File: src/hdl/pmppt_pkg.sv
// ----------------------------------------------------------------------------
// pmppt_pkg
// Shared types, widths and register indexes of the perturb-and-observe
// maximum power point tracker.
// ----------------------------------------------------------------------------
package pmppt_pkg;

    // Window accumulator width (33 to 64)
    localparam int SUM_WIDTH = 48;

    // Field widths
    localparam int SAMPLE_W    = 32;
    localparam int WINDOW_W    = 15;
    localparam int FLOOR_W     = 31;
    localparam int STEP_W      = 12;
    localparam int CODE_W      = 16;
    localparam int COUNT_W     = 16;
    localparam int CFG_INDEX_W = 3;
    localparam int CFG_DATA_W  = 31;

    // Register indexes
    localparam logic [CFG_INDEX_W-1:0] REG_WINDOW_SAMPLES = 3'd0;
    localparam logic [CFG_INDEX_W-1:0] REG_NOISE_FLOOR    = 3'd1;
    localparam logic [CFG_INDEX_W-1:0] REG_STEP_SIZE      = 3'd2;
    localparam logic [CFG_INDEX_W-1:0] REG_UPPER_LIMIT    = 3'd3;
    localparam logic [CFG_INDEX_W-1:0] REG_LOWER_LIMIT    = 3'd4;
    localparam logic [CFG_INDEX_W-1:0] REG_START_CODE     = 3'd5;

    // Register reset values
    localparam logic [WINDOW_W-1:0] WINDOW_SAMPLES_RST = 15'd64;
    localparam logic [FLOOR_W-1:0]  NOISE_FLOOR_RST    = 31'd0;
    localparam logic [STEP_W-1:0]   STEP_SIZE_RST      = 12'd16;
    localparam logic [CODE_W-1:0]   UPPER_LIMIT_RST    = 16'd4000;
    localparam logic [CODE_W-1:0]   LOWER_LIMIT_RST    = 16'd100;
    localparam logic [CODE_W-1:0]   START_CODE_RST     = 16'd2048;

    typedef logic signed [SAMPLE_W-1:0]  sample_t;
    typedef logic signed [SUM_WIDTH-1:0] sum_t;
    typedef logic [CODE_W-1:0]           code_t;

    // Saturation bounds of the accumulator
    localparam sum_t SUM_MAX = {1'b0, {(SUM_WIDTH-1){1'b1}}};
    localparam sum_t SUM_MIN = {1'b1, {(SUM_WIDTH-1){1'b0}}};

    typedef struct packed {
        logic [WINDOW_W-1:0] window_samples;
        logic [FLOOR_W-1:0]  noise_floor;
        logic [STEP_W-1:0]   step_size;
        code_t               upper_limit;
        code_t               lower_limit;
        code_t               start_code;
    } cfg_t;

endpackage

File: src/hdl/pmppt_sample_if.sv
// ----------------------------------------------------------------------------
// pmppt_sample_if
// Power sample channel: valid/ready handshake carrying one signed sample word.
// ----------------------------------------------------------------------------
interface pmppt_sample_if;
    logic               valid;
    logic               ready;
    pmppt_pkg::sample_t power_sample;

    modport source (output valid, output power_sample, input ready);
    modport sink   (input valid, input power_sample, output ready);
endinterface

File: src/hdl/pmppt_result_if.sv
// ----------------------------------------------------------------------------
// pmppt_result_if
// Result channel: valid/ready handshake carrying setpoint and status word.
// ----------------------------------------------------------------------------
interface pmppt_result_if;
    logic               valid;
    logic               ready;
    pmppt_pkg::code_t   dac_setpoint;
    logic               setpoint_updated;
    logic               moving_up;

    modport source (output valid, output dac_setpoint, output setpoint_updated,
                    output moving_up, input ready);
    modport sink   (input valid, input dac_setpoint, input setpoint_updated,
                    input moving_up, output ready);
endinterface

File: src/hdl/pmppt_cfg.sv
// ----------------------------------------------------------------------------
// pmppt_cfg
// Configuration register file; write-only, unknown indexes are ignored.
// ----------------------------------------------------------------------------
module pmppt_cfg
(
    input  logic                                   clk,
    input  logic                                   rst_n,
    input  logic                                   cfg_we,
    input  logic [pmppt_pkg::CFG_INDEX_W-1:0]      cfg_index,
    input  logic [pmppt_pkg::CFG_DATA_W-1:0]       cfg_wdata,
    output pmppt_pkg::cfg_t                        cfg
);
    import pmppt_pkg::*;

    cfg_t cfg_reg;
    cfg_t cfg_next;

    // Index decode
    always_comb
    begin
        cfg_next = cfg_reg;
        if (cfg_we)
        begin
            unique case (cfg_index)
                REG_WINDOW_SAMPLES: cfg_next.window_samples = cfg_wdata[WINDOW_W-1:0];
                REG_NOISE_FLOOR:    cfg_next.noise_floor    = cfg_wdata[FLOOR_W-1:0];
                REG_STEP_SIZE:      cfg_next.step_size      = cfg_wdata[STEP_W-1:0];
                REG_UPPER_LIMIT:    cfg_next.upper_limit    = cfg_wdata[CODE_W-1:0];
                REG_LOWER_LIMIT:    cfg_next.lower_limit    = cfg_wdata[CODE_W-1:0];
                REG_START_CODE:     cfg_next.start_code     = cfg_wdata[CODE_W-1:0];
                default:            cfg_next = cfg_reg;
            endcase
        end
    end

    always_ff @(posedge clk or negedge rst_n)
    begin
        if (!rst_n)
        begin
            cfg_reg.window_samples <= WINDOW_SAMPLES_RST;
            cfg_reg.noise_floor    <= NOISE_FLOOR_RST;
            cfg_reg.step_size      <= STEP_SIZE_RST;
            cfg_reg.upper_limit    <= UPPER_LIMIT_RST;
            cfg_reg.lower_limit    <= LOWER_LIMIT_RST;
            cfg_reg.start_code     <= START_CODE_RST;
        end
        else
        begin
            cfg_reg <= cfg_next;
        end
    end

    assign cfg = cfg_reg;

endmodule

File: src/hdl/pmppt_in_stage.sv
// ----------------------------------------------------------------------------
// pmppt_in_stage
// Input register: captures one sample word and holds it until the core
// takes it; refills in the same cycle the core takes.
// ----------------------------------------------------------------------------
module pmppt_in_stage
(
    input  logic                 clk,
    input  logic                 rst_n,
    pmppt_sample_if.sink         sample,
    input  logic                 take,
    output logic                 item_valid,
    output pmppt_pkg::sample_t   item_sample
);
    import pmppt_pkg::*;

    logic    valid_reg;
    sample_t sample_reg;

    // Free when empty or being emptied this cycle
    assign sample.ready = !valid_reg || take;

    always_ff @(posedge clk or negedge rst_n)
    begin
        if (!rst_n)
        begin
            valid_reg <= 1'b0;
        end
        else if (sample.ready)
        begin
            valid_reg <= sample.valid;
        end
    end

    // Payload, no reset
    always_ff @(posedge clk)
    begin
        if (sample.valid && sample.ready)
        begin
            sample_reg <= sample.power_sample;
        end
    end

    assign item_valid  = valid_reg;
    assign item_sample = sample_reg;

endmodule

File: src/hdl/pmppt_core.sv
// ----------------------------------------------------------------------------
// pmppt_core
// Tracker state and result register: saturating window sum, window close,
// direction decision, setpoint step with limit reload.
// ----------------------------------------------------------------------------
module pmppt_core
(
    input  logic                 clk,
    input  logic                 rst_n,
    input  pmppt_pkg::cfg_t      cfg,
    input  logic                 item_valid,
    input  pmppt_pkg::sample_t   item_sample,
    output logic                 take,
    pmppt_result_if.source       result
);
    import pmppt_pkg::*;

    // State
    sum_t               window_sum_reg,   window_sum_next;
    sum_t               previous_sum_reg, previous_sum_next;
    logic [COUNT_W-1:0] count_reg,        count_next;
    logic               dir_up_reg,       dir_up_next;
    code_t              setpoint_reg,     setpoint_next;

    // Result register
    logic               out_valid_reg;
    logic               updated_reg;

    // Datapath
    logic [SUM_WIDTH:0] raw_sum;
    sum_t               sat_sum;
    sum_t               closed_sum;
    logic               close_win;
    logic               sum_dropped;
    logic               dir_mid;
    logic [CODE_W:0]    up_code;
    logic [CODE_W:0]    down_code;
    logic               up_hit;
    logic               down_hit;

    // Take an item when the result slot is free or draining
    assign take = item_valid && (!out_valid_reg || result.ready);

    // Saturating accumulate
    always_comb
    begin
        raw_sum = {window_sum_reg[SUM_WIDTH-1], window_sum_reg}
                + {{(SUM_WIDTH-SAMPLE_W+1){item_sample[SAMPLE_W-1]}}, item_sample};
        if (raw_sum[SUM_WIDTH] != raw_sum[SUM_WIDTH-1])
        begin
            sat_sum = raw_sum[SUM_WIDTH] ? SUM_MIN : SUM_MAX;
        end
        else
        begin
            sat_sum = raw_sum[SUM_WIDTH-1:0];
        end
    end

    // Window close, noise floor and direction decision
    assign close_win  = count_reg > {1'b0, cfg.window_samples};
    assign closed_sum = (sat_sum < $signed({{(SUM_WIDTH-FLOOR_W){1'b0}}, cfg.noise_floor}))
                      ? '0 : sat_sum;
    assign sum_dropped = closed_sum < previous_sum_reg;
    assign dir_mid     = dir_up_reg ^ sum_dropped;

    // Both step candidates; carry or borrow counts as past the limit
    assign up_code   = {1'b0, setpoint_reg} + {{(CODE_W-STEP_W+1){1'b0}}, cfg.step_size};
    assign down_code = {1'b0, setpoint_reg} - {{(CODE_W-STEP_W+1){1'b0}}, cfg.step_size};
    assign up_hit    = up_code[CODE_W] || (up_code[CODE_W-1:0] > cfg.upper_limit);
    assign down_hit  = down_code[CODE_W] || (down_code[CODE_W-1:0] < cfg.lower_limit);

    // Next state
    always_comb
    begin
        window_sum_next   = window_sum_reg;
        previous_sum_next = previous_sum_reg;
        count_next        = count_reg;
        dir_up_next       = dir_up_reg;
        setpoint_next     = setpoint_reg;
        if (take)
        begin
            if (close_win)
            begin
                window_sum_next   = '0;
                previous_sum_next = closed_sum;
                count_next        = COUNT_W'(1);
                if (dir_mid ? up_hit : down_hit)
                begin
                    dir_up_next   = !dir_mid;
                    setpoint_next = cfg.start_code;
                end
                else
                begin
                    dir_up_next   = dir_mid;
                    setpoint_next = dir_mid ? up_code[CODE_W-1:0] : down_code[CODE_W-1:0];
                end
            end
            else
            begin
                window_sum_next = sat_sum;
                count_next      = count_reg + COUNT_W'(1);
            end
        end
    end

    always_ff @(posedge clk or negedge rst_n)
    begin
        if (!rst_n)
        begin
            window_sum_reg   <= '0;
            previous_sum_reg <= '0;
            count_reg        <= COUNT_W'(1);
            dir_up_reg       <= 1'b0;
            setpoint_reg     <= START_CODE_RST;
            out_valid_reg    <= 1'b0;
            updated_reg      <= 1'b0;
        end
        else
        begin
            window_sum_reg   <= window_sum_next;
            previous_sum_reg <= previous_sum_next;
            count_reg        <= count_next;
            dir_up_reg       <= dir_up_next;
            setpoint_reg     <= setpoint_next;
            if (take)
            begin
                out_valid_reg <= 1'b1;
                updated_reg   <= close_win;
            end
            else if (result.ready)
            begin
                out_valid_reg <= 1'b0;
            end
        end
    end

    // Result word mirrors state after the last taken item
    assign result.valid            = out_valid_reg;
    assign result.dac_setpoint     = setpoint_reg;
    assign result.setpoint_updated = updated_reg;
    assign result.moving_up        = dir_up_reg;

    // Checks
    a_close_restarts: assert property (@(posedge clk) disable iff (!rst_n)
        (take && close_win) |=> (count_reg == COUNT_W'(1)) && (window_sum_reg == '0))
        else $error("window close did not restart the window");

    a_setpoint_on_close: assert property (@(posedge clk) disable iff (!rst_n)
        (setpoint_reg != $past(setpoint_reg)) |-> $past(take && close_win))
        else $error("setpoint moved without a window close");

    a_dir_on_close: assert property (@(posedge clk) disable iff (!rst_n)
        (dir_up_reg != $past(dir_up_reg)) |-> $past(take && close_win))
        else $error("direction changed without a window close");

    a_take_fills: assert property (@(posedge clk) disable iff (!rst_n)
        take |=> out_valid_reg && (updated_reg == $past(close_win)))
        else $error("taken item did not load the result register");

endmodule

File: src/hdl/perturb_observe_mppt_stepper_top.sv
// ----------------------------------------------------------------------------
// perturb_observe_mppt_stepper_top
// Perturb-and-observe MPPT setpoint stepper.
// ----------------------------------------------------------------------------
// Each power sample word yields one result word. A sample passes an input
// register and is folded into the saturating window sum when the core takes
// it, where the window-close decision, the direction update and the setpoint
// step are all settled; the result register holds the outcome. The block
// takes one sample per cycle as long as results are taken, limited by the
// accumulate-and-step loop on the tracker state. When window_samples+1
// samples have been summed the window closes, setpoint_updated is set, and
// dac_setpoint/moving_up show the new perturbation. Configuration writes take
// effect at once and should be made while no sample is in flight.
// ----------------------------------------------------------------------------
module perturb_observe_mppt_stepper_top
(
    input  logic                                   clk,
    input  logic                                   rst_n,
    pmppt_sample_if.sink                           sample,
    pmppt_result_if.source                         result,
    input  logic                                   cfg_we,
    input  logic [pmppt_pkg::CFG_INDEX_W-1:0]      cfg_index,
    input  logic [pmppt_pkg::CFG_DATA_W-1:0]       cfg_wdata
);
    import pmppt_pkg::*;

    cfg_t    cfg;
    logic    take;
    logic    item_valid;
    sample_t item_sample;

    // Register file
    pmppt_cfg u_cfg
    (
        .clk       (clk),
        .rst_n     (rst_n),
        .cfg_we    (cfg_we),
        .cfg_index (cfg_index),
        .cfg_wdata (cfg_wdata),
        .cfg       (cfg)
    );

    // Input register
    pmppt_in_stage u_in_stage
    (
        .clk         (clk),
        .rst_n       (rst_n),
        .sample      (sample),
        .take        (take),
        .item_valid  (item_valid),
        .item_sample (item_sample)
    );

    // Tracker
    pmppt_core u_core
    (
        .clk         (clk),
        .rst_n       (rst_n),
        .cfg         (cfg),
        .item_valid  (item_valid),
        .item_sample (item_sample),
        .take        (take),
        .result      (result)
    );

endmodule

File: src/flat_wrapper.sv
// flat-port wrapper written by rule: the top's interface ports become plain ports
module perturb_observe_mppt_stepper_top_flat import pmppt_pkg::*;
  (clk, rst_n, cfg_we, cfg_index, cfg_wdata, sample_valid, sample_power_sample, sample_ready, result_valid, result_dac_setpoint, result_setpoint_updated, result_moving_up, result_ready);
  pmppt_sample_if sample_i ();
  pmppt_result_if result_i ();
  input  logic clk;
  input  logic rst_n;
  input  logic cfg_we;
  input  logic [pmppt_pkg::CFG_INDEX_W-1:0] cfg_index;
  input  logic [pmppt_pkg::CFG_DATA_W-1:0] cfg_wdata;
  input wire logic [$bits(sample_i.valid)-1:0] sample_valid;
  input wire logic [$bits(sample_i.power_sample)-1:0] sample_power_sample;
  output wire logic [$bits(sample_i.ready)-1:0] sample_ready;
  output wire logic [$bits(result_i.valid)-1:0] result_valid;
  output wire logic [$bits(result_i.dac_setpoint)-1:0] result_dac_setpoint;
  output wire logic [$bits(result_i.setpoint_updated)-1:0] result_setpoint_updated;
  output wire logic [$bits(result_i.moving_up)-1:0] result_moving_up;
  input wire logic [$bits(result_i.ready)-1:0] result_ready;
  assign sample_i.valid = sample_valid;
  assign sample_i.power_sample = sample_power_sample;
  assign sample_ready = sample_i.ready;
  assign result_valid = result_i.valid;
  assign result_dac_setpoint = result_i.dac_setpoint;
  assign result_setpoint_updated = result_i.setpoint_updated;
  assign result_moving_up = result_i.moving_up;
  assign result_i.ready = result_ready;
  perturb_observe_mppt_stepper_top u_core (.clk(clk), .rst_n(rst_n), .sample(sample_i), .result(result_i), .cfg_we(cfg_we), .cfg_index(cfg_index), .cfg_wdata(cfg_wdata));
endmodule
File: config.mk
export PLATFORM = sky130hd
export DESIGN_NAME = perturb_observe_mppt_stepper_top_flat
export DESIGN_NICKNAME = d
export VERILOG_FILES = /design/src/hdl/pmppt_pkg.sv /design/src/hdl/pmppt_sample_if.sv /design/src/hdl/pmppt_result_if.sv /design/src/hdl/pmppt_cfg.sv /design/src/hdl/pmppt_in_stage.sv /design/src/hdl/pmppt_core.sv /design/src/hdl/perturb_observe_mppt_stepper_top.sv /design/src/flat_wrapper.sv
export SDC_FILE = /design/constraint.sdc
export NUM_CORES = 1
export LEC_CHECK = 0
export ABC_AREA = 0
export BUFFER_PORTS_ARGS = -buffer_cell sky130_fd_sc_hd__buf_2
export CAP_MARGIN = 20
export CORE_MARGIN = 2
export CORE_UTILIZATION = 65
export DETAILED_ROUTE_END_ITERATION = 7
export PLACE_DENSITY = 0.84
export SKIP_CTS_REPAIR_TIMING = 1
export SYNTH_ARGS = -nofsm -noshare
export SYNTH_HDL_FRONTEND = slang
export SYNTH_HIERARCHICAL = 1
export SYNTH_SLANG_ARGS = --single-unit
File: constraint.sdc
create_clock -name clk -period 12.9 [get_ports clk]
set_input_delay 3.225 -clock clk [delete_from_list [all_inputs] [get_ports clk]]
set_output_delay 3.225 -clock clk [all_outputs]
set_load 0.01 [all_outputs]
==> flow_metrics.py <==
metrics = {
    "run": {
        "max_cap_violations": 0,
    },
    "timing": {
        "fmax_ghz": 0.08692,
        "finalHoldViolations": 0,
        "rsz0062_at_grt": "false",
        "slew_viol_final": 0,
        "setup_violations": 0,
        "fin_crit_sh_pct": 89.19,
        "skew_ns": 0.02588,
        "fin_crit_ns": 11.50,
        "maxSlewHeadroom_pct": 24.79,
        "tns_ns": 0,
        "worstMarginPinSlew_ns": 1.123,
    },
    "route": {
        "drt-wirelength-per-cell_microns": 20.41,
        "drc_errors": 0,
        "post_drt_via_cell_ratio": 6.283,
        "wl_microns": 49710,
        "num_vias": 15300,
        "first_iter_violations": 1513,
        "drtAntennaViolNets": 0,
        "drtPass1Iterations": 6,
    },
    "clocking": {
        "htree_levels": 1,
        "clk_path_buf_depth": 3,
        "clk_pin_slew_ns": 0.07,
        "cts_tree": "yes",
        "clkSinkCount": 270,
        "numCtsBuffers": 30,
        "insertion_delay_ns": 0.59,
        "clockRootBuffer": "clkbuf_16",
    },
    "cells_and_area": {
        "syn_to_final_growth_pct": 9.457,
        "drive_above_1_share_pct": 15.75,
        "n_antenna_cell": 0,
        "final-seq-area_sq_um": 6934,
        "largest_reg_flops": 106,
        "multi_input_area_sq_um": 10400,
        "fin_nets": 2304,
        "fill_cells": 2033,
    },
    "global_route": {
        "first_global_vias": 15090,
        "antenna_found_initial": 0,
        "grt_max_degree": 110,
        "grt_usage_pct": 33.75,
        "grt_pass1_wl_microns": 78490,
        "grt_overflow": 0,
    },
    "floorplanning": {
        "rows": 61,
        "start_util_pct": 66.21,
        "dieArea_sq_um": 29740,
        "coreArea_sq_um": 27860,
        "die_w_microns": 172.5,
        "io_pins": 91,
        "die_height_microns": 172.5,
    },
    "setup_path": {
        "crit_family": "compound AO/OA/AOI/OAI gates",
        "crit_start": "u_core/u_core/window_sum_reg[0]$_DFFE_PN0P_",
        "startpoint_type": "flip-flop",
        "arrival_ns": 11.98,
        "crit_buf_inv": 3,
        "cp-end-kind": "flip-flop",
        "r2r_end": "u_core/u_core/result.dac_setpoint[8]$_DFFE_PN0P_",
        "crit_path_max_fanout": 34,
        "reg2reg_setup_slack_ns": 1.40,
        "timing.rr.start": "u_core/u_core/window_sum_reg[0]$_DFFE_PN0P_",
        "r2r_cells": 41,
        "critPathMostFrequentCell": "a21o_1",
        "critPathMaxStageDelay_ns": 0.87,
        "crit_slowest_cell": "nor3_2",
        "worst_ep_required_time_ns": 13.38,
        "criticalPathCategory": "flip-flop to flip-flop",
    },
    "synth": {
        "ys_top_cells_by_area": "dfrtp_1 (30%), ha_1 (13%), mux2_2 (7.2%)",
        "yosys-top-cells-count": "dfrtp_1 (224), inv_1 (206), ha_1 (197), nand2_1 (160), nor2_1 (148)",
        "syn_area_sq_um": 18440,
        "avgSynthCellArea_sq_um": 9.320,
        "seq_area_frac_synth_pct": 37.60,
        "ys_types": 83,
        "ys_seq_elements": 270,
        "synth_top_area_share_pct": 30.39,
        "yosysWarningCount": 6,
        "ys.flop_type": "dfrtp_1",
        "synth_edf_count": 32,
        "synth_area_leader_cell": "dfrtp_1",
        "synth.most_common_cell": "dfrtp_1",
        "synth-async-reset-ratio_pct": 88.15,
        "netlist_instances": 1979,
        "syn_nets": 2250,
    },
    "worst_hold_path": {
        "worstHoldStart": "u_core/u_core/result.setpoint_updated$_DFFE_PN0P_",
        "hold_depth": 2,
        "whs_endpoint": "u_core/u_core/result.setpoint_updated$_DFFE_PN0P_",
        "min_path_type": "flip-flop to flip-flop",
    },
    "place": {
        "numPortBuffers": 90,
        "hpwl_microns": 35920,
        "place.gp.congestion": 0.9578,
    },
    "run_status": {
        "status": "completed",
    },
}
[cells by family after synthesis]
group                      after synthesis  share of synthesized area [%]
AOI/OAI and AO/OA                      500                          17.58
xor gates and xnor gates                79                          3.751
adders and majority gates              200                          13.69
buffers and inverters                  287                          6.221
DFF                                    270                          37.60
muxes                                  126                          7.652
and+or+nand+nor                        517                          13.51
[layout make-up]
type | instances | area share [%]
Inverter | 206 | 3.830
Clock buffer | 38 | 4.066
Sequential cell | 270 | 34.35
Tap cell | 378 | 2.343
Multi-Input combinational cell | 1422 | 51.53
Clock inverter | 18 | 1.122
Timing Repair Buffer | 103 | 2.764
[cells in the final DEF, fill, tap and decap left out, types with 47 or more instances in the layout]
master and instances:
xnor2_1 48, dfrtp_1 224, o31ai_1 47, o21ai_0 142, buf_2 89, mux2_2 118, nand2_1 159, inv_1 206
ha_1 197, nor2_1 147, a21oi_1 110
[metal layers]
metal	vias up	global-route usage, %	wire (microns)
met1	7360	43.54	20420
met3	175	4.898	3370
met5	-	0	0
li1	7101	-	-
met4	0	16.22	2511
met2	664	55.98	23410
[worst max-delay path by stage]
stage	endpoint	slack (ns)	depth (start not counted)
after floorplan	u_core/u_core/result.dac_setpoint[12]$_DFFE_PN0P_	4.10	45
after global placement	u_core/u_core/result.dac_setpoint[13]$_DFFE_PN0P_	2.12	39
after detailed placement	u_core/u_core/result.dac_setpoint[8]$_DFFE_PN0P_	1.64	39
after CTS	u_core/u_core/result.dac_setpoint[8]$_DFFE_PN0P_	1.56	41
after global routing	u_core/u_core/result.dac_setpoint[8]$_DFFE_PN0P_	0.65	41
final	u_core/u_core/result.dac_setpoint[8]$_DFFE_PN0P_	1.40	41
[worst register-to-register path, delay by kind of cell (launching register included)]
kind	cells	cell delay [ns]
AO/OA/AOI/OAI	23	5.37
AND/OR/NAND/NOR	10	3.20
adder cells (fa/ha/maj)	5	1.80
buffers and inverters	3	0.66
flip-flops	1	0.38
[through the flow]
| stage | setup WS (ns) | instances | cell area, sq um | hold slack, ns | utilization, % |
|---|---|---|---|---|---|
| 2_1_floorplan | 4.098 | 1979 | 18440 | 0.4432 | - |
| 3_3_place_gp | 2.116 | 2379 | 19140 | 0.4632 | 68.71 |
| 3_5_place_dp | 1.641 | 2379 | 19140 | 0.4721 | 68.71 |
| 4_1_cts | 1.556 | 2435 | 20190 | 0.4865 | 72.47 |
| 5_1_grt | 0.6533 | 2435 | 20190 | 0.5018 | 72.47 |
| 6_report | 1.395 | 2435 | 20190 | 0.4794 | 72.47 |
Power is not shown: default switching activity piles up to over one toggle a cycle in this logic, so the estimate is an artifact.
